[src/sv/gha_ram.sv]
// Generic single-write, single-read RAM with registered read data.
`default_nettype none
module gha_ram #(
    parameter int WIDTH = 8,
    parameter int DEPTH = 16
) (
    input  wire logic                     clk,
    input  wire logic                     we,
    input  wire logic [$clog2(DEPTH)-1:0] waddr,
    input  wire logic [WIDTH-1:0]         wdata,
    input  wire logic [$clog2(DEPTH)-1:0] raddr,
    output logic      [WIDTH-1:0]         rdata
);

    logic [WIDTH-1:0] mem [DEPTH];

    always_ff @(posedge clk)
    begin
        if (we)
        begin
            mem[waddr] <= wdata;
        end
        rdata <= mem[raddr];
    end

endmodule
`default_nettype wire

[config.mk]
export PLATFORM = sky130hd
export DESIGN_NAME = gha_ram
export DESIGN_NICKNAME = d
export VERILOG_FILES = /design/src/sv/gha_ram.sv
export SDC_FILE = /design/constraint.sdc
export NUM_CORES = 1
export LEC_CHECK = 0
export ABC_AREA = 1
export BUFFER_PORTS_ARGS = -buffer_cell sky130_fd_sc_hd__buf_2
export CORE_ASPECT_RATIO = 0.75
export CORE_MARGIN = 2
export CORE_UTILIZATION = 51
export DETAILED_ROUTE_END_ITERATION = 10
export HOLD_SLACK_MARGIN = 0.02
export MAX_ROUTING_LAYER = met4
export PLACE_DENSITY = 0.69
export SLEW_MARGIN = 20
export SYNTH_ARGS = -nofsm -noshare
export SYNTH_HDL_FRONTEND = slang
export SYNTH_SLANG_ARGS = --single-unit
[constraint.sdc]
create_clock -name clk -period 1.75 [get_ports clk]
set_clock_uncertainty 0.05 [all_clocks]
set_input_delay 0.35 -clock clk [delete_from_list [all_inputs] [get_ports clk]]
set_output_delay 0.35 -clock clk [all_outputs]
set_load 0.05 [all_outputs]
==> impl_metrics.sql <==
INSERT INTO impl_metrics (metric_group, metric, value, unit) VALUES
('worst_hold_path', 'hold_path_startpoint', 'raddr[3]', ''),
('routing', 'routedWlPerCell', '17.4', 'microns'),
('synth', 'syn-num-nets', '569', ''),
('job', 'cap_violations', '0', ''),
('synth', 'ys_warn_count', '0', ''),
('finish', 'final_nets', '611', ''),
('worst_hold_path', 'hold_path_depth', '3', ''),
('setup_path', 'critical_path.top_delay_family', 'flip-flops', ''),
('die', 'die-width', '127', 'microns'),
('sta', 'rsz_0062_raised_after_global_routing', 'false', ''),
('setup_path', 'critical-path-slowest-cell', 'dfxtp_1', ''),
('grt', 'globalRoute.totalOverflow', '0', ''),
('grt', 'grt_pass1_vias', '3642', ''),
('placement', 'detailedPlace.worstSlack', '0.189', 'ns'),
('placement', 'finalWeightedCongestion', '0.924', ''),
('finish', 'most-common-layout-cells', 'nand2_1 (173), edfxtp_1 (128), inv_1 (100)', ''),
('setup_path', 'cp_num_cells', '1', ''),
('sta', 'timing.slew.headroom', '72.7', '%'),
('finish', 'layout.cells.most_common', 'nand2_1', ''),
('setup_path', 'cp_data_required_time', '1.35', 'ns'),
('clock_network', 'cts_hold_buffers', '0', ''),
('synth', 'post_synth_inst_count', '551', ''),
('setup_path', 'worstSetupEndpointType', 'primary output', ''),
('routing', 'detail_route.first_pass.iterations', '5', ''),
('clock_network', 'htree_levels', '4', ''),
('die', 'core_region_area', '11000', 'sq um'),
('clock_network', 'cts.repair_timing.setup_buffer_count', '0', ''),
('clock_network', 'clk_path_buf_depth', '2', ''),
('power', 'p_leak', '0.00291', 'uW'),
('die', 'fp.dieArea', '12200', 'sq um'),
('grt', 'grt_antenna_before_repair', '0', ''),
('finish', 'synthToLayoutAreaGrowth', '15.7', '%'),
('sta', 'period_share', '84.3', '%'),
('sta', 'finalSetupViolCount', '0', ''),
('routing', 'detailroute.via_count', '3845', ''),
('grt', 'overall_track_demand_over_capacity_in_global_routing', '24.4', '%'),
('grt', 'grt_start_max_net_pins', '65', ''),
('outcome', 'status', 'complete, no violations', ''),
('setup_path', 'critical_path.max_stage_delay', '0.37', 'ns'),
('power', 'power.density', '1150', 'nW/um^2'),
('sta', 'worst_slack', '0.276', 'ns'),
('placement', 'place.detailed.hpwl', '7.80', 'mm'),
('clock_network', 'clock_sink_count', '136', ''),
('synth', 'synth.top_cells.by_area', 'edfxtp_1 (67%), nand2_1 (11%), nand3_1 (8.4%)', ''),
('grt', 'global_route_wire_length_before_repair', '20.2', 'mm'),
('finish', 'insertedDiodeCount', '0', ''),
('setup_path', 'rr_worst_depth', '6', ''),
('setup_path', 'critical_path_peak_fanout', '1', ''),
('die', 'boundaryPins', '26', ''),
('synth', 'synth_top_cell_by_area', 'edfxtp_1', ''),
('synth', 'portion_of_the_post_synthesis_area_used_by_sequential_elements', '69.4', '%'),
('synth', 'yosysTopAreaCellShare', '66.7', '%'),
('routing', 'drt.antenna.violating_nets', '0', ''),
('setup_path', 'cp_num_buf_inv', '1', ''),
('sta', 'maxSlewViolCount', '0', ''),
('setup_path', 'worst_setup_path_startpoint', 'rdata[5]$_DFF_P_', ''),
('sta', 'upper_clock_frequency_limit', '0.678', 'GHz'),
('routing', 'postRouteWirelength', '13.0', 'mm'),
('die', 'effective_utilization_at_floorplan', '52.5', '%'),
('power', 'maximum_resistive_drop_on_vdd', '1.05', 'mV'),
('clock_network', 'cts.repair.resized', '0', ''),
('synth', 'ys_ff_latch', '136', ''),
('sta', 'final.min_clock_period', '1.47', 'ns'),
('sta', 'actual_transition_at_the_worst_max_transition_pin', '0.410', 'ns'),
('setup_path', 'worst_setup_path_start_kind', 'flip-flop', ''),
('synth', 'syn_avg_cell_area', '10.5', 'sq um'),
('routing', 'post_route_drc_violation_count', '0', ''),
('clock_network', 'clockRootBuffer', 'clkbuf_16', ''),
('setup_path', 'crit_chain', 'buf_2', ''),
('routing', 'vias_per_cell', '5.15', ''),
('setup_path', 'worstReg2RegStart', 'mem[0][0]$_DFFE_PP_', '');
worst reg2reg max path, stage by stage, from the launching register on:
cell and delay (ns):
edfxtp_1 0.36, inv_1 0.07, nand2_1 0.07, nand3_1 0.11, nand3_1 0.12, nand3_1 0.15, nand2_1 0.08
metrics by stage:
step                      cell area (sq um)  std cells  hold WS (ns)  total power, uW  util (%)
final                                  6670        746         0.263             7640      60.8
after global routing                   6670        746         0.262             7890      60.8
after CTS                              6670        746         0.244             7690      60.8
after detailed placement               6100        714         0.608             4250      55.6
after global placement                 6100        714         0.583             4240      55.6
after floorplan                        5770        551         0.399             4060         -
Yosys cell counts:
master,number
buf_1,1
nand3_1,97
nor2_1,17
nand2_1,173
inv_2,2
nand3b_1,2
dfxtp_1,8
edfxtp_1,128
buf_6,6
inv_1,100
buf_4,4
buf_2,13
worst paths after layout:
kind / endpoint / slack, ns
worst max-delay path: rdata[5] / 0.28
worst min-delay path: rdata[3]$_DFF_P_ / 0.26
worst max register to register: rdata[0]$_DFF_P_ / 0.62
worst min register to register: rdata[3]$_DFF_P_ / 0.61
state kept, by name, summed over array words and instances (netlist names):
register / flops
rdata: 8
mem: 128
where the power goes:
group | internal (uW) | switching [uW]
clock network | 2200 | 1250
logic | 138 | 386
registers | 3640 | 21.3
total | 5980 | 1660
per-layer routing:
layer | GRT usage (%) | up-vias | share of wire [%]
li1 | - | 1856 | -
met1 | 32.2 | 1801 | 43
met2 | 36.7 | 169 | 47
met3 | 7.17 | 19 | 8.4
met4 | 8.42 | 0 | 1.7
met5 | - | - | 0
layout make-up:
class | instances | area, sq um
Clock buffer | 20 | 437
Tap cell | 140 | 175
Timing Repair Buffer | 47 | 328
Inverter | 102 | 383
Multi-Input combinational cell | 289 | 1210
Clock inverter | 12 | 133
Fill cell | 881 | 4310
Sequential cell | 136 | 4000
cells by family after synthesis:
| group | Yosys count | share of synthesized area [%] |
|---|---|---|
| DFF | 136 | 69.4 |
| and+or+nand+nor | 289 | 21.0 |
| buffers and inverters | 126 | 9.52 |
No activity file was read; power rests on OpenSTA's default activity.
