## config.mk

```make
export PLATFORM = sky130hd
export DESIGN_NAME = gha_inc
export DESIGN_NICKNAME = d
export VERILOG_FILES = /design/src/sv/gha_pkg.sv /design/src/sv/gha_inc.sv
export SDC_FILE = /design/constraint.sdc
export NUM_CORES = 1
export LEC_CHECK = 0
export BUFFER_PORTS_ARGS = -buffer_cell sky130_fd_sc_hd__buf_2
export CELL_PAD_IN_SITES_DETAIL_PLACEMENT = 1
export CELL_PAD_IN_SITES_GLOBAL_PLACEMENT = 1
export CORE_AREA = 2 2 59 50
export DETAILED_ROUTE_END_ITERATION = 10
export DIE_AREA = 0 0 61 52
export GPL_TIMING_DRIVEN = 0
export PLACE_DENSITY = 0.9
export SLEW_MARGIN = 5
export SYNTH_ARGS = -nofsm -noshare
export SYNTH_HDL_FRONTEND = slang
export SYNTH_SLANG_ARGS = --single-unit
```

## constraint.sdc

```tcl
create_clock -name vclk -period 2.8
set_input_delay 0.14 -clock vclk [all_inputs]
set_output_delay 0.14 -clock vclk [all_outputs]
set_load 0.02 [all_outputs]
```

## src/sv/gha_pkg.sv

```systemverilog
// Shared types and constants of the generational handle allocator.
`default_nettype none
package gha_pkg;

    localparam int IDX_W     = 10;
    localparam int GEN_W     = 24;
    localparam int MAXBLK_W  = 5;
    localparam int DATA_W    = 40;
    localparam int CFG_IDX_W = 1;

    typedef enum logic {
        REQ_ALLOC   = 1'b0,
        REQ_RELEASE = 1'b1
    } req_t;

    typedef enum logic [1:0] {
        ST_OK      = 2'd0,
        ST_NOMEM   = 2'd1,
        ST_RETIRED = 2'd2
    } status_t;

    typedef enum logic [CFG_IDX_W-1:0] {
        CFG_MAX_BLOCKS    = 1'd0,
        CFG_NEVER_REISSUE = 1'd1
    } cfg_reg_t;

endpackage
`default_nettype wire

```

## src/sv/gha_inc.sv

```systemverilog
// Shared incrementer: slot pointer during block fill, generation bump on release.
`default_nettype none
module gha_inc (
    input  wire logic [gha_pkg::GEN_W-1:0] a,
    output logic      [gha_pkg::GEN_W-1:0] sum,
    output logic                           wrap
);

    always_comb
    begin
        sum  = a + gha_pkg::GEN_W'(1);
        wrap = (sum == '0);
    end

endmodule
`default_nettype wire
```

==> flow_summary.ini, run 1 <==
[worst_setup_path]
required_ns = 2.66
critical_path.max_fanout = 7
critPathLaunchType = input pin
path_class = in -> out
cp.arrival_ns = 2.53
cp-end-kind = output pin

[sta]
drv_slew = 0
min_period_ns = 2.67
tightestPinTransition_ns = 0.734
finalSetupViolations = 0
period_share = 0.953
fmax_mhz = 375
whs_ns = 0.614
tns_ns = 0
slew_headroom = 0.506
finalHoldViolCount = 0

[placed_design]
gp_congestion = 0.771
port_buffers = 45
dp_cells = 186
post-dp-hpwl_mm = 2.05

[global_routing]
grt_pass1_wl_mm = 3.87
antenna_found_initial = 0
overflow = 0
grt_usage = 0.150
grt_pass1_vias = 866
grt_max_degree = 10

[die]
pin_count = 49
fp.dieW_um = 61
dieArea_um2 = 3170
coreArea_um2 = 2620
num_rows = 17
initial_utilization = 0.285
die_h_um = 52

[layout]
nets = 178
n_clock_buffer = 0
drive_above_1_share = 0.400
layout_commonest_cell = buf_2
area_growth_syn_to_layout_pct = 38.6
layout.cells.non_filler = 188
seq_cells = 0
final_cell_mix = 46 x buf_2, 15 x xnor2_1, 10 x nand3_1
regArea_um2 = 0
diodes = 0

[drt]
drc = 0
first_iter_violations = 30
drt_wl_total_mm = 2.43
wl_per_cell_um = 12.9
vias = 949
vias_per_cell = 5.05
detail-route-antenna-nets = 0
drtPass1Iterations = 4

[logic_synthesis]
syn_avg_cell_area_um2 = 7.24
synth_cell_types = 40
netlist_area_um2 = 746
yosysWarnings = 0
synth_nets = 129
netlist_instances = 103
seq_area_frac_synth = 0

[pwr]
power.leakage_nw = 0.445
ir_worst_vdd_mv = 0.0451
p_total_mw = 0.135
power.density_nw_per_um2 = 131

[status]
status = finished clean

[job]
maxCapViolations = 0

[clocking]
cts-resized-gates = 0

[worst_hold_path]
hp-class = in -> out
cells in the mapped netlist, types with 2 or more instances:
cell	n	area share
a31oi_1	2	0.017
nand4_1	6	0.050
xor2_1	9	0.11
xnor2_1	15	0.18
ha_1	2	0.034
nand3_1	10	0.067
nor3_1	4	0.027
or2_2	2	0.017
nor4_1	4	0.034
and3_1	3	0.025
mux2i_1	2	0.027
o21ai_0	2	0.013
inv_1	5	0.025
a21oi_1	2	0.013
nand2_1	7	0.035
nor2_1	4	0.020
per-stage QoR:
| step | worst slack, ns | cell area [um^2] | util |
|---|---|---|---|
| global placement | 0.0458 | 1020 | 0.389 |
| finish | 0.130 | 1030 | 0.395 |
| detailed placement | -0.0524 | 1020 | 0.389 |
| floorplan | 0.437 | 746 | - |
| CTS | 0.102 | 1030 | 0.392 |
| global route | -0.0404 | 1030 | 0.395 |
path summary, 6_finish.rpt:
check / endpoint / start / depth (start not counted)
max: wrap / a[0] / 10
min: sum[19] / a[19] / 3
where the power goes:
| part | total [mW] | switching (mW) | internal (mW) | leakage (nW) |
|---|---|---|---|---|
| combinational | 0.135 | 0.0847 | 0.0505 | 0.445 |
| clock | 0 | 0 | 0 | 0 |
| sequential | 0 | 0 | 0 | 0 |
critical path, cell delays in order:
cell and delay [ns]:
buf_2 0.15, ha_1 0.16, clkbuf_1 0.28, nand4_1 0.26, nor4_4 0.36, nand3_1 0.14
xnor2_1 0.17, or3_1 0.40, and4bb_1 0.29, buf_2 0.18
routing by layer:
layer,vias to the layer above,wire [um],GRT usage
met3,4,100,0.00498
li1,474,-,-
met4,0,33,0.0181
met2,33,1150,0.256
met5,-,0,0
met1,438,1150,0.212
cell families after synthesis:
| family | count (synthesis) | synth area share |
|---|---|---|
| adder cells (fa/ha/maj) | 2 | 0.0336 |
| AO/OA/AOI/OAI | 10 | 0.0923 |
| XOR/XNOR | 24 | 0.282 |
| buffers and inverters | 10 | 0.0705 |
| AND/OR/NAND/NOR | 54 | 0.480 |
| multiplexers | 3 | 0.0419 |
layout make-up:
class / instances / area, um^2
fillers: 368 / 1580
multi-input cells: 93 / 693
plain buffers: 5 / 33.8
well taps: 38 / 47.5
inverters: 5 / 18.8
repair buffers: 47 / 240
timing repair:
| item | CTS | global route |
|---|---|---|
| setup endpoints to repair | 1 | 1 |
| cloned | 0 | 0 |
| buffers inserted | 1 | 1 |
| pin swaps | 1 | 1 |
| hold buffers | 0 | 0 |
(Power assumes the default switching activity.)
==> run 2: changes to the inputs <==
--- a/config.mk
+++ b/config.mk
@@ -8,11 +8,11 @@
 export BUFFER_PORTS_ARGS = -buffer_cell sky130_fd_sc_hd__buf_2
 export CELL_PAD_IN_SITES_DETAIL_PLACEMENT = 1
 export CELL_PAD_IN_SITES_GLOBAL_PLACEMENT = 1
-export CORE_AREA = 2 2 59 50
+export CORE_AREA = 3 3 60 51
 export DETAILED_ROUTE_END_ITERATION = 10
-export DIE_AREA = 0 0 61 52
+export DIE_AREA = 0 0 63 54
 export GPL_TIMING_DRIVEN = 0
-export PLACE_DENSITY = 0.9
+export PLACE_DENSITY_LB_ADDON = 0.15
 export SLEW_MARGIN = 5
 export SYNTH_ARGS = -nofsm -noshare
 export SYNTH_HDL_FRONTEND = slang
==> run 2 against run 1 <==
Net effect: wire length shrank 1.9%; utilization increased by 3.0 points; sequential cell count is the same; final cell count stayed put; combinational power about the same; critical path depth rose by 2; die area is 7.3% higher; setup slack got worse by 0.0029 ns; fmax down 0.11%; non-clock buffer count increased by 2; critical endpoint unchanged; highest routed layer is now met3.
==> flow_summary.ini, run 2 (synthesis gave the netlist of run 1 again) <==
[status]
status = finished clean

[sta]
fmax_mhz = 374
setup_slack_ns = 0.127
min_period_ns = 2.67
tightestPinTransition_ns = 0.772
finalSetupViolations = 0
period_share = 0.954
slew_headroom = 0.480
finalHoldViolCount = 0
drv_slew = 0

[drt]
drt_wl_total_mm = 2.39
vias_per_cell = 4.89
vias = 920
drc = 0
detail-route-antenna-nets = 0
wl_per_cell_um = 12.7
drtPass1Iterations = 4
first_iter_violations = 28

[global_routing]
grt_pass1_wl_mm = 3.62
grt_usage = 0.127
overflow = 0
grt_max_degree = 10
antenna_found_initial = 0
grt_pass1_vias = 856

[placed_design]
post-dp-hpwl_mm = 1.99
place_ws_ns = 0.0112
gp_congestion = 0.750
port_buffers = 45

[worst_setup_path]
cp.arrival_ns = 2.53
path_buf_inv = 5
cp-end-kind = output pin
critPathLaunchType = input pin
critPathSlowestCell = or3_1
critical_path.max_fanout = 7
worstPathCellList = buf_2, ha_1, clkbuf_1, nand4_1, buf_4, nor4_4, buf_4, nand3_1, xnor2_1, or3_1, and4bb_1, buf_2
slowest_delay_ns = 0.37
critPathTopFamily = simple AND/OR/NAND/NOR gates
required_ns = 2.66
path_class = in -> out

[job]
maxCapViolations = 0

[layout]
drive_above_1_share = 0.408
nets = 180
fill_cells = 338
regArea_um2 = 0
layout_commonest_cell = buf_2
final_cell_mix = 46 x buf_2, 15 x xnor2_1, 10 x nand3_1
fin_util = 0.425
n_clock_buffer = 0
diodes = 0
seq_cells = 0
area_growth_syn_to_layout_pct = 40.3

[die]
num_rows = 16
coreArea_um2 = 2460
pin_count = 49
initial_utilization = 0.303
dieArea_um2 = 3400
die_h_um = 54
fp.dieW_um = 63

[pwr]
seqPwrFrac = 0
switching_share = 0.624
ir_worst_vdd_mv = 0.0603
p_int_mw = 0.0506
power.leakage_nw = 0.456
p_comb_frac = 1.000
power.density_nw_per_um2 = 128
power_frac_clock = 0
power_switching_mw = 0.0837

[worst_hold_path]
hp-class = in -> out

[clocking]
post_cts_buffers = 0
postCtsHoldBufs = 0
cts-resized-gates = 0
run 2: area by class of cell:
class	instances	area [um^2]	area share
Buffer	5	33.8	0.0323
Multi-Input combinational cell	93	693	0.663
Inverter	5	18.8	0.0179
Timing Repair Buffer	49	255	0.244
Tap cell	36	45.0	0.0431
run 2: stage by stage:
| step | setup TNS [ns] | cells | hold slack (ns) | total power, mW | area (um^2) |
|---|---|---|---|---|---|
| after floorplan | 0 | 103 | 0.357 | 0.0765 | 746 |
| after global placement | 0 | 184 | 0.600 | 0.132 | 1020 |
| after detailed placement | 0 | 184 | 0.616 | 0.135 | 1020 |
| after CTS | 0 | 184 | 0.616 | 0.135 | 1020 |
| after global routing | -0.00564 | 188 | 0.632 | 0.146 | 1050 |
| final | 0 | 188 | 0.615 | 0.134 | 1050 |
run 2: metal layers:
layer | track usage | share of wire
met4 | 0 | 0
met2 | 0.243 | 0.45
met1 | 0.168 | 0.50
met3 | 0.00626 | 0.044
met5 | 0 | 0
run 2: path summary, 6_finish.rpt:
path              startpoint  endpoint  cells past startpoint
hold / removal         a[22]   sum[22]                      3
setup / recovery        a[0]      wrap                     12
run 2: power by group through the flow:
stage / clock network (mW) / logic (mW) / registers, mW
global placement: 0 / 0.132 / 0
detailed placement: 0 / 0.135 / 0
global route: 0 / 0.146 / 0
floorplan: 0 / 0.0765 / 0
finish: 0 / 0.134 / 0
CTS: 0 / 0.135 / 0
